[src/rtl/core/assert_macros.svh]
// ----------------------------------------------------------------------------
// assert_macros.svh
// Shared assertion macros; expect clk and rst_n in scope at the point of use.
// ----------------------------------------------------------------------------
`ifndef ASSERT_MACROS_SVH
`define ASSERT_MACROS_SVH

// Check a property on every rising edge, disabled while reset is held.
`define CWB_ASSERT(lbl, prop, msg) \
  lbl: assert property (@(posedge clk) disable iff (!rst_n) (prop)) else $error(msg);

// Check that an antecedent is followed by a consequent in the next cycle.
`define CWB_ASSERT_NEXT(lbl, ante, cons, msg) \
  lbl: assert property (@(posedge clk) disable iff (!rst_n) (ante) |=> (cons)) else $error(msg);

`endif

[src/rtl/core/cwb_pkg.sv]
// ----------------------------------------------------------------------------
// cwb_pkg
// Types, constants and helper functions for the circle and wall bounce block.
// ----------------------------------------------------------------------------
package cwb_pkg;

  localparam int CORDIC_STEPS_DEF = 16;
  localparam int NORM_STAGES      = 6;
  localparam int VW               = 36;  // vectoring x/y width
  localparam int UW               = 34;  // unit vector width, Q1.31 plus guard
  localparam int DW               = 34;  // normalized difference width
  localparam int CFG_AW           = 4;
  localparam int NUM_REGS         = 4;

  localparam logic [30:0] WALL_RADIUS_MAX = 31'd655;

  // Register indexes
  localparam logic [1:0] REG_LEFT   = 2'd0;
  localparam logic [1:0] REG_RIGHT  = 2'd1;
  localparam logic [1:0] REG_TOP    = 2'd2;
  localparam logic [1:0] REG_BOTTOM = 2'd3;

  typedef enum logic [2:0] {
    KIND_CIRCLE = 3'd0,
    KIND_LEFT   = 3'd1,
    KIND_RIGHT  = 3'd2,
    KIND_TOP    = 3'd3,
    KIND_BOTTOM = 3'd4,
    KIND_NONE   = 3'd5
  } bounce_kind_t;

  typedef struct packed {
    logic              wall;
    logic signed [31:0] px;
    logic signed [31:0] py;
    logic signed [31:0] vx;
    logic signed [31:0] vy;
    logic signed [31:0] cx;
    logic signed [31:0] cy;
    logic [30:0]        r;
  } item_t;

  typedef struct packed {
    item_t              itm;
    logic signed [DW-1:0] dx;
    logic signed [DW-1:0] dy;
  } norm_t;

  typedef struct packed {
    item_t              itm;
    logic               zero;
    logic               fold;
    logic signed [VW-1:0] x;
    logic signed [VW-1:0] y;
    logic signed [UW-1:0] rx;
    logic signed [UW-1:0] ry;
  } cordic_t;

  typedef struct packed {
    logic signed [31:0] new_pos_x;
    logic signed [31:0] new_pos_y;
    logic signed [31:0] new_vel_x;
    logic signed [31:0] new_vel_y;
    bounce_kind_t       kind;
  } result_t;

  // Clamp a wide value to the int32 range.
  function automatic logic signed [31:0] sat32(input logic signed [39:0] v);
    logic signed [31:0] res;
    if (v > 40'sd2147483647) res = 32'sh7FFF_FFFF;
    else if (v < -40'sd2147483648) res = 32'sh8000_0000;
    else res = v[31:0];
    return res;
  endfunction

  // Negate with saturation of the most negative value.
  function automatic logic signed [31:0] neg_sat32(input logic signed [31:0] v);
    logic signed [31:0] res;
    if (v == 32'sh8000_0000) res = 32'sh7FFF_FFFF;
    else res = -v;
    return res;
  endfunction

  // Unsigned floor quotient by restoring long division, elaboration only.
  function automatic logic [63:0] udiv64(input logic [63:0] num, input logic [63:0] den);
    logic [63:0] q;
    logic [64:0] rem;
    q   = '0;
    rem = '0;
    for (int k = 63; k >= 0; k--) begin
      rem = {rem[63:0], num[k]};
      if (rem >= {1'b0, den}) begin
        rem  = rem - {1'b0, den};
        q[k] = 1'b1;
      end
    end
    return q;
  endfunction

  // Inverse CORDIC gain in Q1.31, evaluated at elaboration.
  function automatic logic [63:0] inv_gain_q31(input int steps);
    logic [63:0] p;
    logic [63:0] n;
    logic [63:0] r;
    logic [63:0] b;
    p = 64'h4000_0000_0000_0000;
    for (int i = 0; i < steps; i++) begin
      p = p - udiv64(p, (64'd1 << (2 * i)) + 64'd1);
    end
    n = p;
    r = '0;
    b = 64'h4000_0000_0000_0000;
    for (int k = 0; k < 32; k++) begin
      if (n >= r + b) begin
        n = n - (r + b);
        r = (r >> 1) + b;
      end else begin
        r = r >> 1;
      end
      b = b >> 2;
    end
    return r;
  endfunction

endpackage

[src/rtl/core/cwb_cordic_cell.sv]
// ----------------------------------------------------------------------------
// cwb_cordic_cell
// One CORDIC step: a vectoring micro-rotation and its replay on the unit vector.
// ----------------------------------------------------------------------------
module cwb_cordic_cell
  import cwb_pkg::*;
#(
  parameter int SHIFT = 0
) (
  input  logic    clk,
  input  logic    rst_n,
  input  logic    in_valid,
  output logic    in_ready,
  input  cordic_t in_data,
  output logic    out_valid,
  input  logic    out_ready,
  output cordic_t out_data
);

  logic    valid_r;
  cordic_t data_r;
  cordic_t data_nxt;
  logic    cw;

  // Rotate the vector toward the x axis, replay the opposite turn on the unit vector
  always_comb begin
    cw       = in_data.y > 0;
    data_nxt = in_data;
    if (cw) begin
      data_nxt.x  = in_data.x + (in_data.y >>> SHIFT);
      data_nxt.y  = in_data.y - (in_data.x >>> SHIFT);
      data_nxt.rx = in_data.rx - (in_data.ry >>> SHIFT);
      data_nxt.ry = in_data.ry + (in_data.rx >>> SHIFT);
    end else begin
      data_nxt.x  = in_data.x - (in_data.y >>> SHIFT);
      data_nxt.y  = in_data.y + (in_data.x >>> SHIFT);
      data_nxt.rx = in_data.rx + (in_data.ry >>> SHIFT);
      data_nxt.ry = in_data.ry - (in_data.rx >>> SHIFT);
    end
  end

  assign in_ready = !valid_r || out_ready;

  always_ff @(posedge clk) begin
    if (!rst_n) begin
      valid_r <= 1'b0;
    end else if (in_ready) begin
      valid_r <= in_valid;
    end
  end

  always_ff @(posedge clk) begin
    if (in_ready && in_valid) begin
      data_r <= data_nxt;
    end
  end

  assign out_valid = valid_r;
  assign out_data  = data_r;

endmodule

[config.mk]
export PLATFORM = sky130hd
export DESIGN_NAME = cwb_cordic_cell
export DESIGN_NICKNAME = d
export VERILOG_FILES = /design/src/rtl/core/assert_macros.svh /design/src/rtl/core/cwb_pkg.sv /design/src/rtl/core/cwb_cordic_cell.sv
export SDC_FILE = /design/constraint.sdc
export NUM_CORES = 1
export LEC_CHECK = 0
export BUFFER_PORTS_ARGS = -buffer_cell sky130_fd_sc_hd__buf_2
export CAP_MARGIN = 25
export CORE_AREA = 5 5 288 290
export CTS_CLUSTER_DIAMETER = 40
export CTS_CLUSTER_SIZE = 8
export DETAILED_ROUTE_END_ITERATION = 7
export DIE_AREA = 0 0 293 295
export PLACE_DENSITY = 0.57
export SYNTH_ARGS = -nofsm -noshare
export SYNTH_HDL_FRONTEND = slang
export SYNTH_SLANG_ARGS = --single-unit
[constraint.sdc]
create_clock -name clk -period 17.75 [get_ports clk]
set_clock_uncertainty 0.2 [all_clocks]
set_input_delay 3.55 -clock clk [delete_from_list [all_inputs] [get_ports clk]]
set_output_delay 3.55 -clock clk [all_outputs]
set_load 0.01 [all_outputs]
---- Word level (Yosys, flattened, before mapping) ----
Cells that the tools add are included.
storage, ports and cells
  input bits .............................. 370
  logic and storage cells ................. 26
  register bits after elaboration ......... 367
  output and inout port bits .............. 368
operators by class
  add/subtract/negate cells ............... 6
  reduce and logical (&&, ||, !) cells .... 3
  order comparisons ....................... 1
  multiplexer cells ....................... 1
operators by type and width
  operator             count
  $mux 140             1
  $sub 36x36->36       2
  $sub 34x34->34       2
  $add 36x36->36       1
  $gt 36x1->1 const B  1
  $add 34x34->34       1
  $logic_and 1x1->1    1
  $logic_not 1->1      1
  $logic_or 1x1->1     1

---- Logic depth before layout (Yosys ltp) ----
Gate-level depths: netlist of run 1.
  word-level depth ........................ 3
  mapped depth ............................ 13
  depth with buffers taken out ............ 13

---- Worst setup path before layout of run 1 ----
OpenSTA, ideal clock, no wires.
  path type ............................... input -> register
  start point ............................. in out_ready
  end point ............................... reg data_r, in the netlist out_data[0] (enable)
  buffers on the path ..................... 0
  setup time .............................. 0.775 ns
  path slack .............................. 4.761 ns
  stages on the path ...................... 2
  data required time ...................... 16.775 ns
  arrival time ............................ 12.014 ns
  cells stage by stage .................... nand2b_1 and2_1
between the ends
  cells in the longest elaborated chain, start to end .. 2
ends and longest elaborated chain
  element               RTL line               text
  from (decl)           cwb_cordic_cell.sv:16  input logic out_ready,
  $logic_or 1x1->1      cwb_cordic_cell.sv:42  assign in_ready = !valid_r || out_ready;
  $logic_and 1x1->1     cwb_cordic_cell.sv:53  if (in_ready && in_valid) begin
  to (signal assigned)  cwb_cordic_cell.sv:54  data_r <= data_nxt;
  to (decl)             cwb_cordic_cell.sv:21  cordic_t data_r;
No other way between the ends.
A chain may end at the register's enable or synchronous reset.

---- Worst setup path in the final report of run 1 ----
  start point ............................. in out_ready
  end point ............................... out in_ready
between the ends
  cells in the longest elaborated chain, start to end .. 1
ends and longest elaborated chain
  element           RTL line               text
  $logic_or 1x1->1  cwb_cordic_cell.sv:42
  to (decl)         cwb_cordic_cell.sv:13  output logic in_ready,
No other way between the ends.

==> run summary, run 1 <==
status: finished, final reports clean
WL met1: 41.3 mm
synth top area cells: edfxtp_1 47%, ha_1 11%, a21oi_1 5.6%
sinks on the clock net: 365
Final TNS setup: 0 ps
Starting Density: 28.9%
largest net degree at the start of global routing: 149
RSZ-0062 raised after global routing: false
YS warnings: 0
Cell variety after synth: 89
clk slew on worst S/H paths: 50 ps
crit path from: out_ready
Worst R2R Start: out_valid
CTS Hold Bufs: 0
routed vias/inst: 5.11
H-tree Lvls: 3
port bufs: 737
Highest Clock Rate: 127 MHz
final hold violations: 0
Combinational Power Share: 21.1%
Slew HR: 31.2%
FFs w/ async S/R, synth: 0%
synthesized area per cell: 10.3 µm²
WP data required: 14000 ps
DR WL met2: 56.3 mm
CP Capture Type: primary output
Synth Flop Type: edfxtp_1
Sw Pwr: 0.00101 W
DIE WIDTH: 293 µm
Pwr per Cell Area: 109 mW/mm²
Vert. Die Dim: 295 µm
Worst-Margin Slew: 1020 ps
switching portion of total power: 30.3%
area leader, netlist: edfxtp_1
Highest Signal Layer: met5
combinational family with the most area after synthesis: compound AO/OA/AOI/OAI gates
simple-gate portion of the synthesized area: 10.2%
Area after DPL: 0.0279 mm²
GP Congestion: 0.939
post-CTS sizing: 0
Routed met3 length: 9.08 mm
worst hold start: out_valid
Cell Rows: 104
startpoint types: input port
drt wl/cell: 27.2 µm
CP arrival: 4150 ps
synthesized area: 0.0231 mm²
Final Setup Violations: 0
most common cell after layout, fill and taps aside: buf_2
root buf cell: clkbuf_16
Min Clock Period, post-route: 7900 ps
Synth Register Bits: 365
complex-gate fraction of the synthesized area: 19.1%
HPWL after DPL: 91.7 mm
initial antenna violation count: 51
CTS tree: built
Layout area overhead: 32.8%
most frequent cells in the layout: 737 x buf_2, 364 x edfxtp_1, 259 x a21oi_1
internal power: 0.00233 W
syn nets: 2832
crit-path max FO: 3
Yosys top cell area share: 47.3%
GRT Overall Usage: 24.4%
post-CTS setup buffer count: 0
DRC Markers: 0
Final Slew Violations: 0
sequential fraction of the synthesis area: 47.3%
clock share of power: 46.4%
share of layout cells above drive strength 1: 30.1%
hold crit path type: flip-flop to flip-flop
first-pass GRT wire length: 153 mm
die footprint: 0.0864 mm²
CTS Buffer Depth: 3
core area: 0.0800 mm²
DRT iter0 DRCs: 1699
nets: 3570
Reg power frac: 32.4%
Clock Latency Late Sink: 620 ps
CP Class: input port to primary output
total wire length: 112 mm
GRT overflow: 0
post-route ant nets: 0
TritonRoute pass-1 iters: 6
fin crit share: 44.5%
Peak VDD IR: 74.6 µV
post-route cell area: 0.0307 mm²
vias in the first global route: 20600
max-cap viol count: 0
Mapped Cells: 2248
mux share of post-synthesis cell area: 1.21%
EDFF count, synth: 364
CTS Buf Count: 81
Ports: 738
Post-Synth Adder-Cell Area: 11.8%
DR vias: 21100
Static Leakage: 13.2 nW
xor-xnor portion of the synthesized cell area: 5.04%
-- cells by family (layout without fill, tap and decap cells) --
group,Yosys count,after routing
AOI/OAI and AO/OA,700,700
xor gates and xnor gates,133,133
adders and majority gates,214,214
buffers and inverters,308,1108
DFF,365,365
muxes,28,28
other,0,20
and+or+nand+nor,500,500
-- final timing paths --
check,to,slack (ps),depth (start not counted)
max,in_ready,9850,3
max reg2reg,out_data[42],14620,4
min,out_valid,530,2
min reg2reg,out_valid,530,2
-- through the flow --
stage / instances / util [%] / hold WS (ps) / setup WS, ps / total power, W
after global placement: 3963 / 34.8 / 557 / 9610 / 0.00180
final: 4128 / 38.4 / 527 / 9850 / 0.00334
after floorplan: 2248 / - / 410 / 4760 / 0.00151
after global routing: 4109 / 38.3 / 542 / 9840 / 0.00348
after detailed placement: 3963 / 34.8 / 549 / 9600 / 0.00180
after CTS: 4108 / 38.3 / 555 / 9830 / 0.00338
-- flip-flops by register name, summed over array words and instances, names as in the netlist --
signal     cells
out_data     364
out_valid      1
-- layout make-up --
cell class,count,area (µm²)
Tap cell,1060,1330
Sequential cell,365,11000
Clock buffer,91,2090
Inverter,215,808
Timing Repair Buffer,748,3780
Antenna cell,20,50.0
Multi-Input combinational cell,1575,11000
Clock inverter,54,709
Fill cell,8201,49300
-- critical path, cell delays in order --
cell and delay (ps):
buf_2 100, nand2b_1 270, buf_2 220
-- power by group through the flow --
| stage | Combinational, W | Clock [W] | Sequential [W] |
|---|---|---|---|
| final | 0.000707 | 0.00155 | 0.00108 |
| after floorplan | 0.000358 | 0 | 0.00115 |
| after detailed placement | 0.000704 | 0 | 0.00110 |
| after global routing | 0.000758 | 0.00163 | 0.00109 |
| after CTS | 0.000709 | 0.00159 | 0.00109 |
| after global placement | 0.000704 | 0 | 0.00110 |
-- synth_stat cells, types with 8 or more instances --
| library cell | instances |
|---|---|
| nor2b_1 | 24 |
| nand4_1 | 24 |
| a211oi_1 | 23 |
| nor4_1 | 24 |
| nor2_1 | 175 |
| a21boi_0 | 9 |
| o31ai_1 | 16 |
| nor3_1 | 39 |
| a31oi_1 | 22 |
| inv_2 | 8 |
| inv_1 | 201 |
| ha_1 | 208 |
| a21o_1 | 30 |
| clkbuf_1 | 47 |
| o21ai_0 | 138 |
| a21oi_1 | 259 |
| xor2_1 | 15 |
| o31a_1 | 9 |
| nand3_1 | 25 |
| edfxtp_1 | 364 |
| mux2i_1 | 28 |
| and2_1 | 11 |
| nand2b_1 | 23 |
| o21a_1 | 18 |
| nand2_1 | 118 |
| xnor2_1 | 118 |
| or3_1 | 13 |
| o211ai_1 | 16 |
| buf_2 | 25 |
| o21bai_1 | 46 |
| o21ai_1 | 22 |
| buf_1 | 15 |
| a221oi_1 | 13 |
-- per-layer routing --
layer	vias up	GRT usage [%]
li1	9718	-
met1	10200	27.5
met5	-	0
met3	229	6.92
met2	882	43.8
met4	44	9.67
No activity file was read; power rests on OpenSTA's default activity.
==> run 2: changes to the inputs <==
Settings changed: PLACE_DENSITY 0.57 to 0.59.
Clock period 17.75 ns to 7.1 ns, I/O delays scaled along.
==> run 2 against run 1 <==
Effect of this change: worst hold slack got worse by 120 ps; critical endpoint is now out_data[66]; critical path depth increased by 11; wire length rose by 1.3%.
==> run summary, run 2 (synthesis results as in run 1) <==
Min Clock Period, post-route: 4540 ps
total wire length: 114 mm (was 112 mm)
Worst-Margin Slew: 1090 ps (was 1020 ps)
WP data required: 7240 ps (was 14000 ps)
DRC Markers: 0 (unchanged)
DRT iter0 DRCs: 1789 (was 1699)
H-tree Lvls: 3 (unchanged)
HPWL after DPL: 93.1 mm (was 91.7 mm)
Final Slew Violations: 0 (unchanged)
port bufs: 737 (unchanged)
crit-path max FO: 4 (was 3)
initial antenna violation count: 38 (was 51)
fin util: 38.4% (about the same)
Reg power frac: 32.4% (about the same)
Static Leakage: 13.2 nW (about the same)
CTS Buffer Depth: 3 (unchanged)
status: finished, final reports clean (unchanged)
CP arrival: 4680 ps (was 4150 ps)
GRT Overall Usage: 24.8% (was 24.4%)
Highest Clock Rate: 220 MHz
routed vias/inst: 5.12 (was 5.11)
GP Congestion: 0.978 (was 0.939)
hold crit path type: flip-flop to flip-flop (unchanged)
FILL cells: 8178 (was 8201)
Largest register FFs: 364 (unchanged)
first-pass GRT wire length: 155 mm (was 153 mm)
Peak VDD IR: 158 µV (was 74.6 µV)
Final Setup Violations: 0 (unchanged)
Slew HR: 27.4% (was 31.2%)
sinks on the clock net: 365 (unchanged)
GRT overflow: 0 (unchanged)
root buf cell: clkbuf_16 (unchanged)
switching portion of total power: 30.3% (about the same)
number of cells in the design after placement: 3962 (was 3963)
fin crit share: 64.0%
DR vias: 21100 (about the same)
largest net degree at the start of global routing: 145 (was 149)
Sw Pwr: 0.00254 W (was 0.00101 W)
register area: 0.0110 mm² (unchanged)
most frequent cells in the layout: 739 x buf_2, 364 x edfxtp_1, 259 x a21oi_1 (was 737 x buf_2, 364 x edfxtp_1, 259 x a21oi_1)
TritonRoute pass-1 iters: 5 (was 6)
most frequent CP cell: a21oi_1 (was buf_2)
slowest stage cell, crit path: o31ai_1 (was nand2b_1)
Final TNS setup: 0 ps (unchanged)
CP Class: input port to flip-flop (was input port to primary output)
final hold violations: 0 (unchanged)
Layout area overhead: 32.9% (was 32.8%)
core area: 0.0800 mm² (unchanged)
DIE WIDTH: 293 µm (unchanged)
startpoint types: input port (unchanged)
clk slew on worst S/H paths: 50 ps (about the same)
drt wl/cell: 27.6 µm (was 27.2 µm)
multi-input logic area: 0.0110 mm² (unchanged)
Pwr per Cell Area: 272 mW/mm² (was 109 mW/mm²)
post-CTS setup buffer count: 0 (unchanged)
share of layout cells above drive strength 1: 29.7% (was 30.1%)
Ports: 738 (unchanged)
CTS Buf Count: 84 (was 81)
RSZ-0062 raised after global routing: false (unchanged)
clock share of power: 46.4% (about the same)
Overall Power: 0.00838 W (was 0.00334 W)
Starting Density: 28.9% (unchanged)
nets: 3572 (was 3570)
die footprint: 0.0864 mm² (unchanged)
CTS tree: built (unchanged)
vias in the first global route: 20800 (was 20600)
post-CTS sizing: 0 (unchanged)
Combinational Power Share: 21.2% (was 21.1%)
most common cell after layout, fill and taps aside: buf_2 (unchanged)
final cell count without fillers: 4122 (was 4128)
Clock Latency Late Sink: 640 ps (was 620 ps)
Cell Rows: 104 (unchanged)
internal power: 0.00584 W (was 0.00233 W)
max-cap viol count: 0 (unchanged)
post-route ant nets: 0 (unchanged)
CP max stage delay: 570 ps (was 270 ps)
Vert. Die Dim: 295 µm (unchanged)
crit path cell chain: buf_2, inv_1, ha_1, fa_1, nand2b_1, a21oi_1, o22ai_1, o31ai_1, a21oi_1, o21bai_1, a21oi_1, o2111a_1, a221oi_1, o211ai_1 (was buf_2, nand2b_1, buf_2)
CTS Hold Bufs: 0 (unchanged)
CP Capture Type: flip-flop (was primary output)
[run 2: changes by cell type in the layout (fill, tap and decap cells not counted), moves of 2 or more]
| cell | previous run | this run |
|---|---|---|
| clkinv_1 | 15 | 22 |
| diode_2 | 20 | 13 |
| buf_4 | 10 | 4 |
| clkinvlp_4 | 12 | 6 |
| clkbuf_1 | 7 | 12 |
| clkbuf_16 | 81 | 85 |
| clkinv_4 | 5 | 1 |
| buf_12 | 1 | 4 |
| clkbuf_8 | 3 | 0 |
| buf_2 | 737 | 739 |
| clkinv_16 | 2 | 4 |
[run 2: layer usage]
layer,vias up,share of wire [%],global-route usage (%)
met5,-,0.24,0
li1,9707,-,-
met3,198,7.5,7.10
met2,841,52,46.2
met1,10300,37,27.3
met4,36,3.5,7.63
[run 2: area by class of cell]
type | count | area share (%)
Multi-Input combinational cell | 1575 | 35.8
Sequential cell | 365 | 35.6
Timing Repair Buffer | 747 | 12.4
Clock buffer | 97 | 7.06
Tap cell | 1060 | 4.31
Inverter | 215 | 2.63
Clock inverter | 50 | 2.11
Antenna cell | 13 | 0.106
[run 2: power by group through the flow]
stage               combinational (W)  sequential (W)  clock [W]
detailed placement            0.00177         0.00275          0
global placement              0.00177         0.00276          0
floorplan                    0.000894         0.00285          0
finish                        0.00177         0.00272    0.00389
global route                  0.00191         0.00273    0.00409
CTS                           0.00178         0.00272    0.00396
[run 2: through the flow]
| step | instance area [µm²] | setup WS [ps] | hold slack (ps) |
|---|---|---|---|
| finish | 30700 | 2560 | 402 |
| global route | 30700 | 2270 | 428 |
| CTS | 30700 | 2650 | 412 |
| detailed placement | 27900 | 2010 | 351 |
| global placement | 27900 | 2010 | 335 |
| floorplan | 23100 | 373 | 409 |
[run 2: worst paths after layout]
path,startpoint,to,slack [ps],depth (start not counted)
hold reg to reg,out_valid,out_valid,400,2
setup / recovery,in_data[34],out_data[66],2560,14
hold / removal,out_valid,out_valid,400,2
setup reg to reg,out_valid,out_data[13],4500,3
[run 2: critical path: cells and delay by family]
family	cells	cell delay (ps)
compound gates	9	2340
fa+ha+maj	2	590
buf+inv	2	140
simple gates	1	180
