**src/rtl/core/assert_macros.svh**
```systemverilog
// ----------------------------------------------------------------------------
// assert_macros.svh
// Shared assertion macros; expect clk and rst_n in scope at the point of use.
// ----------------------------------------------------------------------------
`ifndef ASSERT_MACROS_SVH
`define ASSERT_MACROS_SVH

// Check a property on every rising edge, disabled while reset is held.
`define CWB_ASSERT(lbl, prop, msg) \
  lbl: assert property (@(posedge clk) disable iff (!rst_n) (prop)) else $error(msg);

// Check that an antecedent is followed by a consequent in the next cycle.
`define CWB_ASSERT_NEXT(lbl, ante, cons, msg) \
  lbl: assert property (@(posedge clk) disable iff (!rst_n) (ante) |=> (cons)) else $error(msg);

`endif

```
**src/rtl/core/cwb_pkg.sv**
```systemverilog
// ----------------------------------------------------------------------------
// cwb_pkg
// Types, constants and helper functions for the circle and wall bounce block.
// ----------------------------------------------------------------------------
package cwb_pkg;

  localparam int CORDIC_STEPS_DEF = 16;
  localparam int NORM_STAGES      = 6;
  localparam int VW               = 36;  // vectoring x/y width
  localparam int UW               = 34;  // unit vector width, Q1.31 plus guard
  localparam int DW               = 34;  // normalized difference width
  localparam int CFG_AW           = 4;
  localparam int NUM_REGS         = 4;

  localparam logic [30:0] WALL_RADIUS_MAX = 31'd655;

  // Register indexes
  localparam logic [1:0] REG_LEFT   = 2'd0;
  localparam logic [1:0] REG_RIGHT  = 2'd1;
  localparam logic [1:0] REG_TOP    = 2'd2;
  localparam logic [1:0] REG_BOTTOM = 2'd3;

  typedef enum logic [2:0] {
    KIND_CIRCLE = 3'd0,
    KIND_LEFT   = 3'd1,
    KIND_RIGHT  = 3'd2,
    KIND_TOP    = 3'd3,
    KIND_BOTTOM = 3'd4,
    KIND_NONE   = 3'd5
  } bounce_kind_t;

  typedef struct packed {
    logic              wall;
    logic signed [31:0] px;
    logic signed [31:0] py;
    logic signed [31:0] vx;
    logic signed [31:0] vy;
    logic signed [31:0] cx;
    logic signed [31:0] cy;
    logic [30:0]        r;
  } item_t;

  typedef struct packed {
    item_t              itm;
    logic signed [DW-1:0] dx;
    logic signed [DW-1:0] dy;
  } norm_t;

  typedef struct packed {
    item_t              itm;
    logic               zero;
    logic               fold;
    logic signed [VW-1:0] x;
    logic signed [VW-1:0] y;
    logic signed [UW-1:0] rx;
    logic signed [UW-1:0] ry;
  } cordic_t;

  typedef struct packed {
    logic signed [31:0] new_pos_x;
    logic signed [31:0] new_pos_y;
    logic signed [31:0] new_vel_x;
    logic signed [31:0] new_vel_y;
    bounce_kind_t       kind;
  } result_t;

  // Clamp a wide value to the int32 range.
  function automatic logic signed [31:0] sat32(input logic signed [39:0] v);
    logic signed [31:0] res;
    if (v > 40'sd2147483647) res = 32'sh7FFF_FFFF;
    else if (v < -40'sd2147483648) res = 32'sh8000_0000;
    else res = v[31:0];
    return res;
  endfunction

  // Negate with saturation of the most negative value.
  function automatic logic signed [31:0] neg_sat32(input logic signed [31:0] v);
    logic signed [31:0] res;
    if (v == 32'sh8000_0000) res = 32'sh7FFF_FFFF;
    else res = -v;
    return res;
  endfunction

  // Unsigned floor quotient by restoring long division, elaboration only.
  function automatic logic [63:0] udiv64(input logic [63:0] num, input logic [63:0] den);
    logic [63:0] q;
    logic [64:0] rem;
    q   = '0;
    rem = '0;
    for (int k = 63; k >= 0; k--) begin
      rem = {rem[63:0], num[k]};
      if (rem >= {1'b0, den}) begin
        rem  = rem - {1'b0, den};
        q[k] = 1'b1;
      end
    end
    return q;
  endfunction

  // Inverse CORDIC gain in Q1.31, evaluated at elaboration.
  function automatic logic [63:0] inv_gain_q31(input int steps);
    logic [63:0] p;
    logic [63:0] n;
    logic [63:0] r;
    logic [63:0] b;
    p = 64'h4000_0000_0000_0000;
    for (int i = 0; i < steps; i++) begin
      p = p - udiv64(p, (64'd1 << (2 * i)) + 64'd1);
    end
    n = p;
    r = '0;
    b = 64'h4000_0000_0000_0000;
    for (int k = 0; k < 32; k++) begin
      if (n >= r + b) begin
        n = n - (r + b);
        r = (r >> 1) + b;
      end else begin
        r = r >> 1;
      end
      b = b >> 2;
    end
    return r;
  endfunction

endpackage

```
**src/rtl/core/cwb_norm_cell.sv**
```systemverilog
// ----------------------------------------------------------------------------
// cwb_norm_cell
// One normalization step: shift the difference left by SHIFT if it still fits.
// ----------------------------------------------------------------------------
module cwb_norm_cell
  import cwb_pkg::*;
#(
  parameter int SHIFT = 1
) (
  input  logic  clk,
  input  logic  rst_n,
  input  logic  in_valid,
  output logic  in_ready,
  input  norm_t in_data,
  output logic  out_valid,
  input  logic  out_ready,
  output norm_t out_data
);

  logic            valid_r;
  norm_t           data_r;
  norm_t           data_nxt;
  logic [DW-1:0]   ax;
  logic [DW-1:0]   ay;
  logic [DW-2:0]   mag;
  logic            fits;

  // Shift only while the larger magnitude stays below 2^33
  always_comb begin
    ax       = in_data.dx[DW-1] ? DW'(-in_data.dx) : in_data.dx;
    ay       = in_data.dy[DW-1] ? DW'(-in_data.dy) : in_data.dy;
    mag      = ax[DW-2:0] | ay[DW-2:0];
    fits     = (mag >> (DW - 1 - SHIFT)) == '0;
    data_nxt = in_data;
    if (fits) begin
      data_nxt.dx = in_data.dx <<< SHIFT;
      data_nxt.dy = in_data.dy <<< SHIFT;
    end
  end

  assign in_ready = !valid_r || out_ready;

  // Advance on a transfer, hold on a stall
  always_ff @(posedge clk) begin
    if (!rst_n) begin
      valid_r <= 1'b0;
    end else if (in_ready) begin
      valid_r <= in_valid;
    end
  end

  always_ff @(posedge clk) begin
    if (in_ready && in_valid) begin
      data_r <= data_nxt;
    end
  end

  assign out_valid = valid_r;
  assign out_data  = data_r;

endmodule

```
**config.mk**
```make
export PLATFORM = sky130hd
export DESIGN_NAME = cwb_norm_cell
export DESIGN_NICKNAME = d
export VERILOG_FILES = /design/src/rtl/core/assert_macros.svh /design/src/rtl/core/cwb_pkg.sv /design/src/rtl/core/cwb_norm_cell.sv
export SDC_FILE = /design/constraint.sdc
export NUM_CORES = 1
export LEC_CHECK = 0
export ABC_CLOCK_PERIOD_IN_PS = 11400
export BUFFER_PORTS_ARGS = -buffer_cell sky130_fd_sc_hd__buf_2
export CORE_AREA = 2 2 227 229
export CTS_BUF_LIST = sky130_fd_sc_hd__clkbuf_2
export DETAILED_ROUTE_END_ITERATION = 12
export DIE_AREA = 0 0 229 231
export GPL_TIMING_DRIVEN = 1
export SLEW_MARGIN = 20
export SYNTH_ARGS = -nofsm -noshare
export SYNTH_HDL_FRONTEND = slang
export SYNTH_SLANG_ARGS = --single-unit
```
**constraint.sdc**
```tcl
create_clock -name clk -period 11.4 [get_ports clk]
set_input_delay 1.71 -clock clk [delete_from_list [all_inputs] [get_ports clk]]
set_output_delay 1.71 -clock clk [all_outputs]
set_load 0.01 [all_outputs]
```
# After elaboration in Yosys (flattened, before gate mapping)
# Cells that the tools add are included.
[word_totals]
reg_bits = 293
latch_bits = 0
ram_bits = 0
mem_bits_ro = 0
input_bits = 296
output_inout_bits = 294
word_cells = 23
memories = 0
[op_classes]
add_sub_neg = 2
multipliers = 0
div = 0
n_lt_le_gt_ge = 0
eq_ne = 0
n_shift = 0
mux = 3
n_bitwise = 1
reduce_logical = 4
[ops]
columns = ["operator", "count"]
rows = [
  ["two-way mux 68 bit", 1],
  ["two-way mux 33 bit", 2],
  ["negator 33 bit", 2],
  ["logical NOT 33 bit", 1],
  ["OR 33 bit", 1],
  ["logical AND 1 bit", 1],
  ["logical NOT 1 bit", 1],
  ["logical OR 1 bit", 1],
]

# Depth between registers and ports, before layout
# Gate-level depths: netlist of the first run.
[logic_depth]
ltp_word = 5
depth_mapped = 8
mapped_depth_nobuf = 6

# Least setup slack after synthesis of the first run
# No wires, ideal clock.
[synth_path]
path_type = "in2reg"
start = "in out_ready"
end = "reg data_r, in the netlist out_data[0] (enable)"
setup_time_ps = 692
t_arrival_ps = 8554
slack_ps = 2154
cell_stages = 2
path_cell_list = "nand2b_1 and2_1"
[synth_between]
elab_chain_cells = 2
[synth_lines]
columns = ["item", "line", "source"]
rows = [
  ["start: declaration", "cwb_norm_cell.sv:16", "input logic out_ready,"],
  ["logical OR 1 bit", "cwb_norm_cell.sv:41", "assign in_ready = !valid_r || out_ready;"],
  ["logical AND 1 bit", "cwb_norm_cell.sv:53", "if (in_ready && in_valid) begin"],
  ["end signal: assignment", "cwb_norm_cell.sv:54", "data_r <= data_nxt;"],
  ["end: declaration", "cwb_norm_cell.sv:21", "norm_t data_r;"],
]
# Every way passes these cells.
# A chain may end at the register's enable or synchronous reset.

==> results by group, run 1 <==
Status
  – Outcome: finished clean

Setup path
  – Reg-to-Reg End: out_data[167]
  – Reg2Reg Depth: 3
  – Worst setup EP type: flip-flop
  – Crit Path Max Fanout: 66
  – WP data arrival: 4560 ps
  – Critical Path Start: in_data[54]
  – Kind of critical path: primary input to flip-flop
  – Flop2flop setup slack: 8940 ps
  – CP endpoint: out_data[37]
  – Req. time, crit path: 12060 ps
  – CP startpoint kind: primary input
  – Worst r2r src: out_valid

Routing
  – Remaining DRCs: 0
  – Initial DRC count: 262
  – Pre-antenna DRT Iters: 4
  – Routed Antenna Nets: 0
  – DR WL/cell: 17.4 um
  – Vias: 6661
  – Via density: 3.69
  – Drt total wl: 31.4 mm

GRT
  – Number of global-route vias before repair: 6975
  – Total grt overflow: 0
  – Largest net degree at the start of global routing: 168
  – Total Routing Usage GR: 0.114
  – Antenna violations before repair: 4
  – First-pass GRT wire length: 44.0 mm

Min path
  – Hold WC Path Type: flip-flop to flip-flop

Clocking
  – TritonCTS Buffers: 80
  – Clk buf depth: 3
  – TritonCTS clock tree: built
  – H-Tree Level Count: 3
  – CTS Sinks: 293
  – CTS resizes: 0
  – Setup Buffers After CTS: 0
  – CTS root buf: clkbuf_2
  – Hold_buf cts: 0
  – Worst-path clk slew: 90 ps
  – Worst-Skew Late Latency: 940 ps

Timing
  – Final worst setup slack: 7500 ps
  – Period utilization: 0.342
  – RSZ-0062 raised after global routing: false
  – Max Slew Vio Count: 0
  – F_max: 256 MHz
  – Hold Vio Cnt, Final: 0
  – Final setup TNS: 0 ps
  – Final Setup Violations: 0
  – Max_slew headroom: 0.235
  – Slew at the pin closest to its max-slew limit: 1150 ps
  – Worst Hold Slack: 558 ps
  – Post-route clock skew: 41.6 ps
  – Min cycle time layout: 3900 ps

Floorplan
  – Chip width: 229 um
  – Io pins: 590
  – Core outline area: 50700 um2
  – Starting Density: 0.196
  – Total die area: 52900 um2
  – Std cell rows: 83
  – Die H: 231 um

Placement
  – DP Area: 13700 um2
  – IO Port Bufs: 589
  – Post-Place Setup Slack: 6580 ps
  – GPL Wtd Cong: 0.817
  – Post-DP HPWL: 23.7 mm

Synth
  – Netlist cell types: 17
  – Synthesized area per cell: 24.9 um2
  – Synthesized area: 9930 um2
  – Mapped Nets: 695
  – Seq cells post-synth: 293
  – Sequential fraction of the synthesis area: 0.885
  – Synth Instances: 399
  – Yosys warning total: 0

Cells and area
  – Core Util, Final: 0.286
  – Fill cells: 5221
  – Post-layout net count: 1361
  – Final Cell Area: 14500 um2
  – Syn-to-layout area delta: 46.2%
  – Layout cells sized above 1: 0.690

Power
  – Pwr dens: 163 nW/um2
  – Leakage: 0.00622 uW
  – Maximum vdd drop: 0.0607 mV

Flow run
  – Max-Cap Viols: 0
## kinds of logic (layout without fill, tap and decap cells)
| group | after synthesis | in the layout | synth area share |
|---|---|---|---|
| mux | 64 | 64 | 0.0869 |
| other cells | 0 | 2 | 0 |
| simple gates | 27 | 27 | 0.0165 |
| compound gates | 5 | 5 | 0.00328 |
| buf+inv | 8 | 730 | 0.00643 |
| flops | 293 | 293 | 0.885 |
| xor+xnor | 2 | 2 | 0.00176 |
## Yosys cell counts
cell type  count  area (um2)
nand2b_1       1        6.26
mux2_2        26         293
xor2_1         2        17.5
nor4_1        16         100
a21boi_0       3        22.5
nor3_1         2        10.0
clkbuf_1       2        7.51
buf_4          1        7.51
edfxtp_1     292        8770
nand4_1        4        25.0
buf_6          4        45.0
mux2_4        38         571
inv_1          1        3.75
o21ai_1        2        10.0
dfxtp_1        1        20.0
nand2_1        1        3.75
and2_1         3        18.8
## worst min-delay path by stage
stage,start,endpoint,slack (ps),depth (start not counted)
6_report,out_valid,out_valid,560,2
5_1_grt,out_valid,out_valid,590,2
4_1_cts,out_valid,out_valid,550,2
3_5_place_dp,out_valid,out_valid,540,2
3_3_place_gp,out_valid,out_valid,520,2
2_1_floorplan,out_valid,out_valid,610,2
## critical path, stage by stage
cell     delay [ps]
buf_2           120
nor4_1          700
nand4_1         280
o21ai_1         230
xor2_1          300
nand2_4         600
mux2_4          540
## flip-flops by register name (all words and copies together) (netlist names)
name and count:
out_data 292, out_valid 1
## layer usage
metal / track usage / wire length [um] / vias up
met5: 0 / 25 / -
met2: 0.195 / 16100 / 403
met4: 0.0556 / 848 / 4
met1: 0.121 / 11400 / 3182
li1: - / - / 3013
met3: 0.0467 / 3030 / 59
## placed cells by master (no fill, tap or decap), types with 2 or more instances in the layout
master	instances
mux2_4	38
o21ai_1	2
edfxtp_1	292
xor2_1	2
buf_2	589
nor4_1	16
inv_6	2
and2_1	2
clkbuf_2	103
clkinv_4	2
clkinv_1	22
diode_2	2
a21boi_0	3
nand4_1	4
clkinv_2	3
nor3_1	2
bufinv_16	5
mux2_2	26
## power breakdown
part	internal [uW]	leakage, uW	switching [uW]	total (uW)
combinational	114	0.00283	138	252
clock	367	0.000562	457	824
sequential	1270	0.00283	18.4	1290
total	1750	0.00622	613	2360
## area by class of cell
type	instances	area (um2)	area share
sequential	293	8790	0.605
timing repair buffer	591	2980	0.205
multi-input combinational	98	1090	0.0749
tap	680	851	0.0586
clock buffer	103	515	0.0355
clock inverter	35	290	0.0200
antenna	2	5.00	0.000345
inverter	1	3.75	0.000259
## stage by stage
stage,cells,power (uW)
after floorplan,399,1430
after global placement,1663,1570
after detailed placement,1663,1570
after CTS,1801,2420
after global routing,1802,2490
final,1803,2360
No activity file was read; power rests on OpenSTA's default activity.
==> run 2: changes to the inputs <==
--- a/config.mk
+++ b/config.mk
@@ -5,12 +5,13 @@
 export SDC_FILE = /design/constraint.sdc
 export NUM_CORES = 1
 export LEC_CHECK = 0
-export ABC_CLOCK_PERIOD_IN_PS = 11400
+export ABC_AREA = 1
+export ABC_CLOCK_PERIOD_IN_PS = 3800
 export BUFFER_PORTS_ARGS = -buffer_cell sky130_fd_sc_hd__buf_2
-export CORE_AREA = 2 2 227 229
+export CORE_AREA = 2 2 229 231
 export CTS_BUF_LIST = sky130_fd_sc_hd__clkbuf_2
 export DETAILED_ROUTE_END_ITERATION = 12
-export DIE_AREA = 0 0 229 231
+export DIE_AREA = 0 0 231 233
 export GPL_TIMING_DRIVEN = 1
 export SLEW_MARGIN = 20
 export SYNTH_ARGS = -nofsm -noshare
==> constraint.sdc (replaced) <==
create_clock -name clk -period 3.8 [get_ports clk]
set_input_delay 0.57 -clock clk [delete_from_list [all_inputs] [get_ports clk]]
set_output_delay 0.57 -clock clk [all_outputs]
set_load 0.01 [all_outputs]
==> run 2 against run 1 <==
  * Flip-flop and latch count unchanged
  * Wire length increased by 36%
  * Global-route usage up 3.8 points
  * Highest routed layer unchanged
  * Sequential power grew to 3.0 times the previous value
  * Critical path type unchanged
  * Largest cell class unchanged
==> results by group, run 2 <==
Status
  – Outcome: finished clean

Cells and area
  – Largest register FFs: 292 (unchanged)
  – Most common cell after layout, fill and taps aside: buf_2
  – Non-Filler Instances: 2334 (+29%)
  – Commonest non-fill, non-tap cells in the layout: 589 x buf_2, 326 x dlygate4sd3_1, 292 x edfxtp_1
  – Post-layout net count: 1885 (+39%)
  – Layout cells sized above 1: 0.444 (-0.245)
  – Fill cells: 5015 (-3.9%)
  – Syn-to-layout area delta: 77.2%

Setup path
  – Critical Path Start: in_data[62]
  – Flop2flop setup slack: 1850 ps (-7090 ps)
  – CP endpoint: out_data[1]
  – Reg2Reg Depth: 2 (-1)
  – Crit path largest cell delay: 560 ps (-140 ps)
  – Crit path depth: 15 (+8)
  – Worst-path cell chain: dlygate4sd3_1 -> buf_2 -> nor2_1 -> nand2_1 -> inv_1 -> nand2_1 -> nor2_1 -> nand2_1 -> nand3_1 -> nand2_1 -> inv_2 -> buf_4 -> nand3_1 -> nand2_1 -> dlygate4sd3_1
  – Crit path top cell by count: nand2_1
  – Crit Path Max Fanout: 66 (unchanged)
  – Worst setup EP type: flip-flop
  – CP startpoint kind: primary input
  – Worst r2r src: out_valid
  – Critical Path Slowest Stage Cell: buf_4
  – WP data arrival: 3520 ps (-1040 ps)
  – CP delay by family, top: buffers and inverters
  – Reg-to-Reg End: out_data[261]
  – Kind of critical path: primary input to flip-flop
  – Req. time, crit path: 4560 ps (-7500 ps)
  – WP buf/inv: 6 (+5)

Timing
  – Hold Vio Cnt, Final: 0 (unchanged)
  – Post-route clock skew: 79.8 ps (+38.1 ps)
  – Min cycle time layout: 2760 ps
  – RSZ-0062 raised after global routing: false
  – Period utilization: 0.725
  – F_max: 363 MHz
  – Max_slew headroom: 0.529 (+0.294)
  – Final Setup Violations: 0 (unchanged)
  – Final worst setup slack: 1040 ps (-6460 ps)
  – Slew at the pin closest to its max-slew limit: 707 ps (-441 ps)
  – Max Slew Vio Count: 0 (unchanged)
  – Final setup TNS: 0 ps (unchanged)

Floorplan
  – Std cell rows: 83 (unchanged)
  – Total die area: 53800 um2 (+1.7%)
  – Die H: 233 um (+0.87%)
  – Chip width: 231 um (+0.87%)
  – Starting Density: 0.198 (+0.00233)
  – Io pins: 590 (unchanged)
  – Core outline area: 51100 um2 (+0.82%)

Power
  – Leakage: 0.00788 uW (+27%)
  – Net Sw Power: 1990 uW (+230%)
  – Maximum vdd drop: 0.192 mV (+220%)
  – Seq pwr share: 0.537 (-0.008)
  – Internal Power: 5210 uW (+200%)
  – Pwr dens: 401 nW/um2 (+150%)
  – Switching Fraction: 0.277 (+0.0175)
  – Clock Power Share: 0.312 (-0.037)
  – Combinational share of power: 0.151 (+0.044)

Clocking
  – CTS resizes: 0 (unchanged)
  – Clk buf depth: 3 (unchanged)
  – Worst-Skew Late Latency: 1020 ps (+80 ps)
  – TritonCTS clock tree: built
  – H-Tree Level Count: 3 (unchanged)
  – TritonCTS Buffers: 80 (unchanged)
  – Setup Buffers After CTS: 0 (unchanged)
  – CTS Sinks: 293 (unchanged)
  – Worst-path clk slew: 120 ps (+30 ps)
  – CTS root buf: clkbuf_2

Synth
  – Seq cells post-synth: 293 (unchanged)
  – FFs w/ async S/R, synth: 0 (unchanged)
  – Main synth FF type: edfxtp_1
  – Leading post-synthesis cells by instance count: 292 x edfxtp_1, 154 x nand2_1, 67 x nand3_1, 44 x nor2_1, 11 x buf_2
  – Synth Instances: 599 (+50%)
  – Mapped Nets: 895 (+29%)
  – Sequential fraction of the synthesis area: 0.868 (-0.0175)
  – Netlist cell types: 18 (+1)
  – Count leader, synth: edfxtp_1
  – Synth top area cells: edfxtp_1 87%, nand2_1 5.7%, nand3_1 3.3%
  – Area leader, netlist: edfxtp_1
  – Number of synthesized flops with an enable pin: 292 (unchanged)
  – Synthesized area per cell: 16.9 um2 (-32%)
  – Yosys warning total: 0 (unchanged)
  – Post-synth top area share: 0.866 (-0.0175)
  – Synthesized area: 10100 um2 (+2.0%)

Routing
  – Via density: 3.91 (+6.0%)
  – Drt total wl: 42.7 mm (+36%)
  – Remaining DRCs: 0 (unchanged)
  – DR WL/cell: 18.3 um (+4.9%)
  – Vias: 9136 (+37%)
  – Initial DRC count: 376 (+44%)
  – Routed Antenna Nets: 0 (unchanged)
  – Pre-antenna DRT Iters: 8 (+4)

GRT
  – Total Routing Usage GR: 0.152 (+0.0380)
  – First-pass GRT wire length: 59.2 mm (+35%)
  – Largest net degree at the start of global routing: 107 (-36%)
  – Number of global-route vias before repair: 9572 (+37%)
  – Total grt overflow: 0 (unchanged)
  – Antenna violations before repair: 10 (+6)

Placement
  – GPL Wtd Cong: 0.793 (-2.9%)
  – Post-Place Setup Slack: 1150 ps (-5430 ps)
  – Post-DP HPWL: 29.9 mm (+26%)
  – Dpl cells: 1861 (+12%)
  – IO Port Bufs: 589 (unchanged)

Min path
  – Hold WC Path Type: primary input to flip-flop

Flow run
  – Max-Cap Viols: 0 (unchanged)
[run 2: cell count changes in the layout (fill, tap and decap cells not counted), sizes merged, moves of 16 or more]
cell         delta
nand3          +67
nor4           -16
dlygate4sd3   +326
nor2           +44
nand2         +155
mux2           -64
[run 2: cell families after synthesis]
| logic type | after synthesis | synth area share |
|---|---|---|
| buffers and inverters | 28 | 0.0173 |
| DFF | 293 | 0.868 |
| AOI/OAI and AO/OA | 7 | 0.00445 |
| and+or+nand+nor | 271 | 0.111 |
[run 2: final cells by class]
| class | count | area (um2) | share of cell area |
|---|---|---|---|
| Tap cell | 680 | 851 | 0.0474 |
| Clock inverter | 29 | 163 | 0.00906 |
| Clock buffer | 111 | 556 | 0.0310 |
| Multi-Input combinational cell | 278 | 1180 | 0.0656 |
| Timing Repair Buffer | 928 | 6360 | 0.354 |
| Sequential cell | 293 | 8790 | 0.490 |
| Antenna cell | 7 | 17.5 | 0.000976 |
| Inverter | 8 | 37.5 | 0.00209 |
[run 2: power by group through the flow]
stage | Sequential (uW) | Combinational, uW | Clock, uW
detailed placement | 3930 | 788 | 0
floorplan | 4070 | 188 | 0
finish | 3860 | 1090 | 2250
global placement | 3930 | 776 | 0
global route | 3880 | 1170 | 2530
CTS | 3860 | 1090 | 2350
[run 2: worst min-delay path by stage]
| stage | depth (start not counted) | slack, ps | end | startpoint |
|---|---|---|---|---|
| 2_1_floorplan | 2 | 630 | out_valid | out_valid |
| 3_3_place_gp | 2 | 520 | out_valid | out_valid |
| 3_5_place_dp | 2 | 540 | out_valid | out_valid |
| 4_1_cts | 2 | 50 | out_data[232] | in_data[232] |
| 5_1_grt | 2 | 120 | out_data[269] | in_data[269] |
| 6_report | 2 | 270 | out_data[140] | in_data[140] |
[run 2: through the flow]
step	cell area (um2)	hold WS, ps	power [uW]	util
after CTS	17900	47.4	7300	0.351
after floorplan	10100	628	4260	-
final	17900	271	7200	0.351
after global routing	17900	124	7580	0.351
after global placement	13900	523	4710	0.273
after detailed placement	13900	542	4720	0.273
[run 2: per-layer routing]
metal | vias to the layer above | track usage | routed length [um]
li1 | 4209 | - | -
met1 | 4349 | 0.152 | 15000
met2 | 477 | 0.275 | 22400
met3 | 95 | 0.0499 | 3410
met4 | 6 | 0.0851 | 1840
met5 | - | 0 | 44
[run 2: repair_timing]
action | CTS | global route
hold buffers | 326 | 0
setup endpoints to repair | 0 | 0
endpoints found under the hold margin | 302 | 0
==> run 3: changes to the inputs <==
--- a/config.mk
+++ b/config.mk
@@ -5,13 +5,13 @@
 export SDC_FILE = /design/constraint.sdc
 export NUM_CORES = 1
 export LEC_CHECK = 0
-export ABC_AREA = 1
-export ABC_CLOCK_PERIOD_IN_PS = 3800
+export ABC_AREA = 0
+export ABC_CLOCK_PERIOD_IN_PS = 2300
 export BUFFER_PORTS_ARGS = -buffer_cell sky130_fd_sc_hd__buf_2
-export CORE_AREA = 2 2 229 231
+export CORE_AREA = 2 2 227 229
 export CTS_BUF_LIST = sky130_fd_sc_hd__clkbuf_2
 export DETAILED_ROUTE_END_ITERATION = 12
-export DIE_AREA = 0 0 231 233
+export DIE_AREA = 0 0 229 231
 export GPL_TIMING_DRIVEN = 1
 export SLEW_MARGIN = 20
 export SYNTH_ARGS = -nofsm -noshare
==> constraint.sdc (replaced) <==
create_clock -name clk -period 2.3 [get_ports clk]
set_input_delay 0.345 -clock clk [delete_from_list [all_inputs] [get_ports clk]]
set_output_delay 0.345 -clock clk [all_outputs]
set_load 0.01 [all_outputs]
==> run 3 against run 2 <==
  * The flow now stops in clock tree synthesis (4_1_cts)
  * Synthesized cell count down 33%
  * Area after synthesis down 2.0%
==> results by group, run 3 <==
Synth
  – FFs w/ async S/R, synth: 0 (unchanged)
  – Area leader, netlist: edfxtp_1
  – Synth Instances: 399 (-33%)
  – Count leader, synth: edfxtp_1
  – Post-synth top area share: 0.883 (+0.0175)
  – Synthesized area per cell: 24.9 um2 (+47%)
  – Seq cells post-synth: 293 (unchanged)
  – Netlist cell types: 17 (-1)
  – Main synth FF type: edfxtp_1
  – Yosys warning total: 0 (unchanged)
  – Number of synthesized flops with an enable pin: 292 (unchanged)
  – Synthesized area: 9930 um2 (-2.0%)
  – Synth top area cells: edfxtp_1 88%, mux2_4 5.7%, mux2_2 2.9%
  – Leading post-synthesis cells by instance count: 292 x edfxtp_1, 38 x mux2_4, 26 x mux2_2, 16 x nor4_1
  – Mapped Nets: 695 (-22%)
  – Sequential fraction of the synthesis area: 0.885 (+0.0175)

Placement
  – IO Port Bufs: 589 (unchanged)
  – GPL Wtd Cong: 0.812 (+2.4%)
  – Post-DP HPWL: 24.8 mm (-17%)

Clocking
  – Clk buf depth: 3 (unchanged)
  – CTS root buf: clkbuf_2
  – Hold_buf cts: 375 (+15%)
  – CTS resizes: 0 (unchanged)
  – CTS Sinks: 293 (unchanged)
  – TritonCTS Buffers: 77 (-3.8%)
  – H-Tree Level Count: 3 (unchanged)
  – Setup Buffers After CTS: 0 (unchanged)

Status
  – Outcome: aborted with a tool error
  – Failing step: clock tree synthesis (4_1_cts)
  – Log Error: [ERROR RSZ-0060] Max buffer count reached.

Floorplan
  – Chip width: 229 um (-0.87%)
  – Starting Density: 0.196 (-0.00233)
  – Io pins: 590 (unchanged)
  – Std cell rows: 83 (unchanged)
  – Die H: 231 um (-0.86%)
-- run 3: cells by family after synthesis --
| kind of cell | count (synthesis) | synth area share |
|---|---|---|
| AND/OR/NAND/NOR | 27 | 0.0165 |
| flip-flops | 293 | 0.885 |
| AO/OA/AOI/OAI | 5 | 0.00328 |
| buffers and inverters | 8 | 0.00643 |
| multiplexers | 64 | 0.0869 |
| XOR/XNOR | 2 | 0.00176 |
-- run 3: metrics by stage --
step	cell area (um2)	hold WS [ps]	setup WS, ps	instances
2_1_floorplan	9940	444	-663	399
3_3_place_gp	14300	501	-431	1729
3_5_place_dp	14300	523	-431	1729
==> run 4: changes to the inputs <==
--- a/config.mk
+++ b/config.mk
@@ -6,13 +6,13 @@
 export NUM_CORES = 1
 export LEC_CHECK = 0
 export ABC_AREA = 0
-export ABC_CLOCK_PERIOD_IN_PS = 2300
+export ABC_CLOCK_PERIOD_IN_PS = 3000
 export BUFFER_PORTS_ARGS = -buffer_cell sky130_fd_sc_hd__buf_2
-export CORE_AREA = 2 2 227 229
-export CTS_BUF_LIST = sky130_fd_sc_hd__clkbuf_2
+export CORE_AREA = 2 2 226 228
 export DETAILED_ROUTE_END_ITERATION = 12
-export DIE_AREA = 0 0 229 231
+export DIE_AREA = 0 0 228 230
 export GPL_TIMING_DRIVEN = 1
+export PLACE_DENSITY_LB_ADDON = 0.15
 export SLEW_MARGIN = 20
 export SYNTH_ARGS = -nofsm -noshare
 export SYNTH_HDL_FRONTEND = slang
==> constraint.sdc (replaced) <==
create_clock -name clk -period 3 [get_ports clk]
set_input_delay 0.45 -clock clk [delete_from_list [all_inputs] [get_ports clk]]
set_output_delay 0.45 -clock clk [all_outputs]
set_load 0.01 [all_outputs]
==> run 4 against run 3 <==
  * The flow now finishes without violations
==> results by group, run 4 (synthesis gave the netlist of run 1 again) <==
Cells and area
  – Syn-to-layout area delta: 50.2%
  – Layout cells sized above 1: 0.677
  – Non-Filler Instances: 1730
  – Final Cell Area: 14900 um2
  – FF/Latch Area: 8790 um2
  – Most common cell after layout, fill and taps aside: buf_2
  – Largest register FFs: 292
  – Area occupied by multi-input gates: 1090 um2
  – Fill cells: 5131
  – Post-layout net count: 1332
  – Commonest non-fill, non-tap cells in the layout: 589 x buf_2, 292 x edfxtp_1, 38 x mux2_4
  – Core Util, Final: 0.299

Clocking
  – Hold_buf cts: 0 (-100%)
  – H-Tree Level Count: 2 (-1)
  – Setup Buffers After CTS: 0 (unchanged)
  – CTS resizes: 0 (unchanged)
  – CTS root buf: clkbuf_16
  – Clk buf depth: 3 (unchanged)
  – Worst-path clk slew: 60 ps
  – CTS Sinks: 293 (unchanged)
  – TritonCTS Buffers: 35 (-55%)
  – TritonCTS clock tree: built
  – Worst-Skew Late Latency: 520 ps

Timing
  – Final worst setup slack: 782 ps
  – RSZ-0062 raised after global routing: false
  – Max_slew headroom: 0.547
  – Slew at the pin closest to its max-slew limit: 679 ps
  – Period utilization: 0.739
  – Final Setup Violations: 0
  – Hold Vio Cnt, Final: 0
  – F_max: 451 MHz
  – Max Slew Vio Count: 0
  – Min cycle time layout: 2220 ps
  – Post-route clock skew: 14.1 ps

Power
  – Pwr dens: 651 nW/um2
  – Maximum vdd drop: 0.285 mV
  – Leakage: 0.00627 uW

Setup path
  – Critical Path Start: in_data[21]
  – Worst r2r src: out_valid
  – Req. time, crit path: 3250 ps
  – Reg2Reg Depth: 3
  – WP data arrival: 2470 ps
  – CP startpoint kind: primary input
  – Worst setup EP type: flip-flop
  – Kind of critical path: primary input to flip-flop
  – Crit Path Max Fanout: 33
  – Flop2flop setup slack: 1330 ps
  – Reg-to-Reg End: out_data[226]
  – CP endpoint: out_data[53]

Routing
  – Drt total wl: 32.6 mm
  – DR WL/cell: 18.8 um
  – Vias: 6325
  – Via density: 3.66
  – Remaining DRCs: 0
  – Routed Antenna Nets: 0
  – Pre-antenna DRT Iters: 4
  – Initial DRC count: 222

GRT
  – Number of global-route vias before repair: 6621
  – First-pass GRT wire length: 45.5 mm
  – Total grt overflow: 0
  – Antenna violations before repair: 1
  – Total Routing Usage GR: 0.118
  – Largest net degree at the start of global routing: 43

Placement
  – GPL Wtd Cong: 0.789 (-2.8%)
  – Post-Place Setup Slack: 240 ps (+671 ps)
  – IO Port Bufs: 589 (unchanged)
  – DP Area: 13900 um2 (-2.4%)
  – Dpl cells: 1671 (-3.4%)
  – Post-DP HPWL: 25.4 mm (+2.3%)

Floorplan
  – Core outline area: 49900 um2
  – Std cell rows: 82 (-1.2%)
  – Io pins: 590 (unchanged)
  – Starting Density: 0.199 (+0.00321)
  – Chip width: 228 um (-0.44%)
  – Total die area: 52400 um2
  – Die H: 230 um (-0.43%)

Status
  – Outcome: finished clean

Flow run
  – Max-Cap Viols: 0

Min path
  – Hold WC Path Type: primary input to flip-flop
[run 4: worst max-delay path, cell delays in order]
cell and delay, ps:
buf_2 110, nor4_1 490, nand4_1 230, o21ai_1 210, xor2_1 310, nand2_4 110
buf_12 210, mux2_4 320
[run 4: power breakdown]
| part | switching (uW) | internal, uW |
|---|---|---|
| Clock | 1610 | 2210 |
| Sequential | 64.0 | 4830 |
| Combinational | 531 | 465 |
[run 4: final cells by class]
type | instances | area share
clock inverter | 10 | 0.00310
multi-input combinational | 98 | 0.0734
antenna | 1 | 0.000168
tap | 672 | 0.0564
timing repair buffer | 607 | 0.213
clock buffer | 48 | 0.0640
inverter | 1 | 0.000252
sequential | 293 | 0.589
[run 4: per-stage QoR]
step,TNS [ps],hold WS (ps),power (uW)
after detailed placement,0,532,6000
after CTS,0,54.0,9900
after global routing,0,59.3,10100
after floorplan,-19710,549,5400
after global placement,0,508,6000
final,0,98.6,9700
[run 4: routing by layer]
layer / global-route usage / vias up / share of wire
li1: - / 2901 / -
met1: 0.124 / 3077 / 0.35
met2: 0.216 / 299 / 0.54
met3: 0.0477 / 46 / 0.089
met4: 0.0351 / 2 / 0.021
met5: 0 / - / 0.00037
[run 4: how the worst min path moves through the flow]
stage / start / endpoint / slack, ps / cells after the start
detailed placement: out_valid / out_valid / 530 / 2
finish: in_data[139] / out_data[139] / 100 / 1
CTS: in_data[70] / out_data[70] / 50 / 1
global placement: out_valid / out_valid / 510 / 2
global route: in_data[70] / out_data[70] / 60 / 1
floorplan: in_data[100] / out_data[100] / 550 / 0
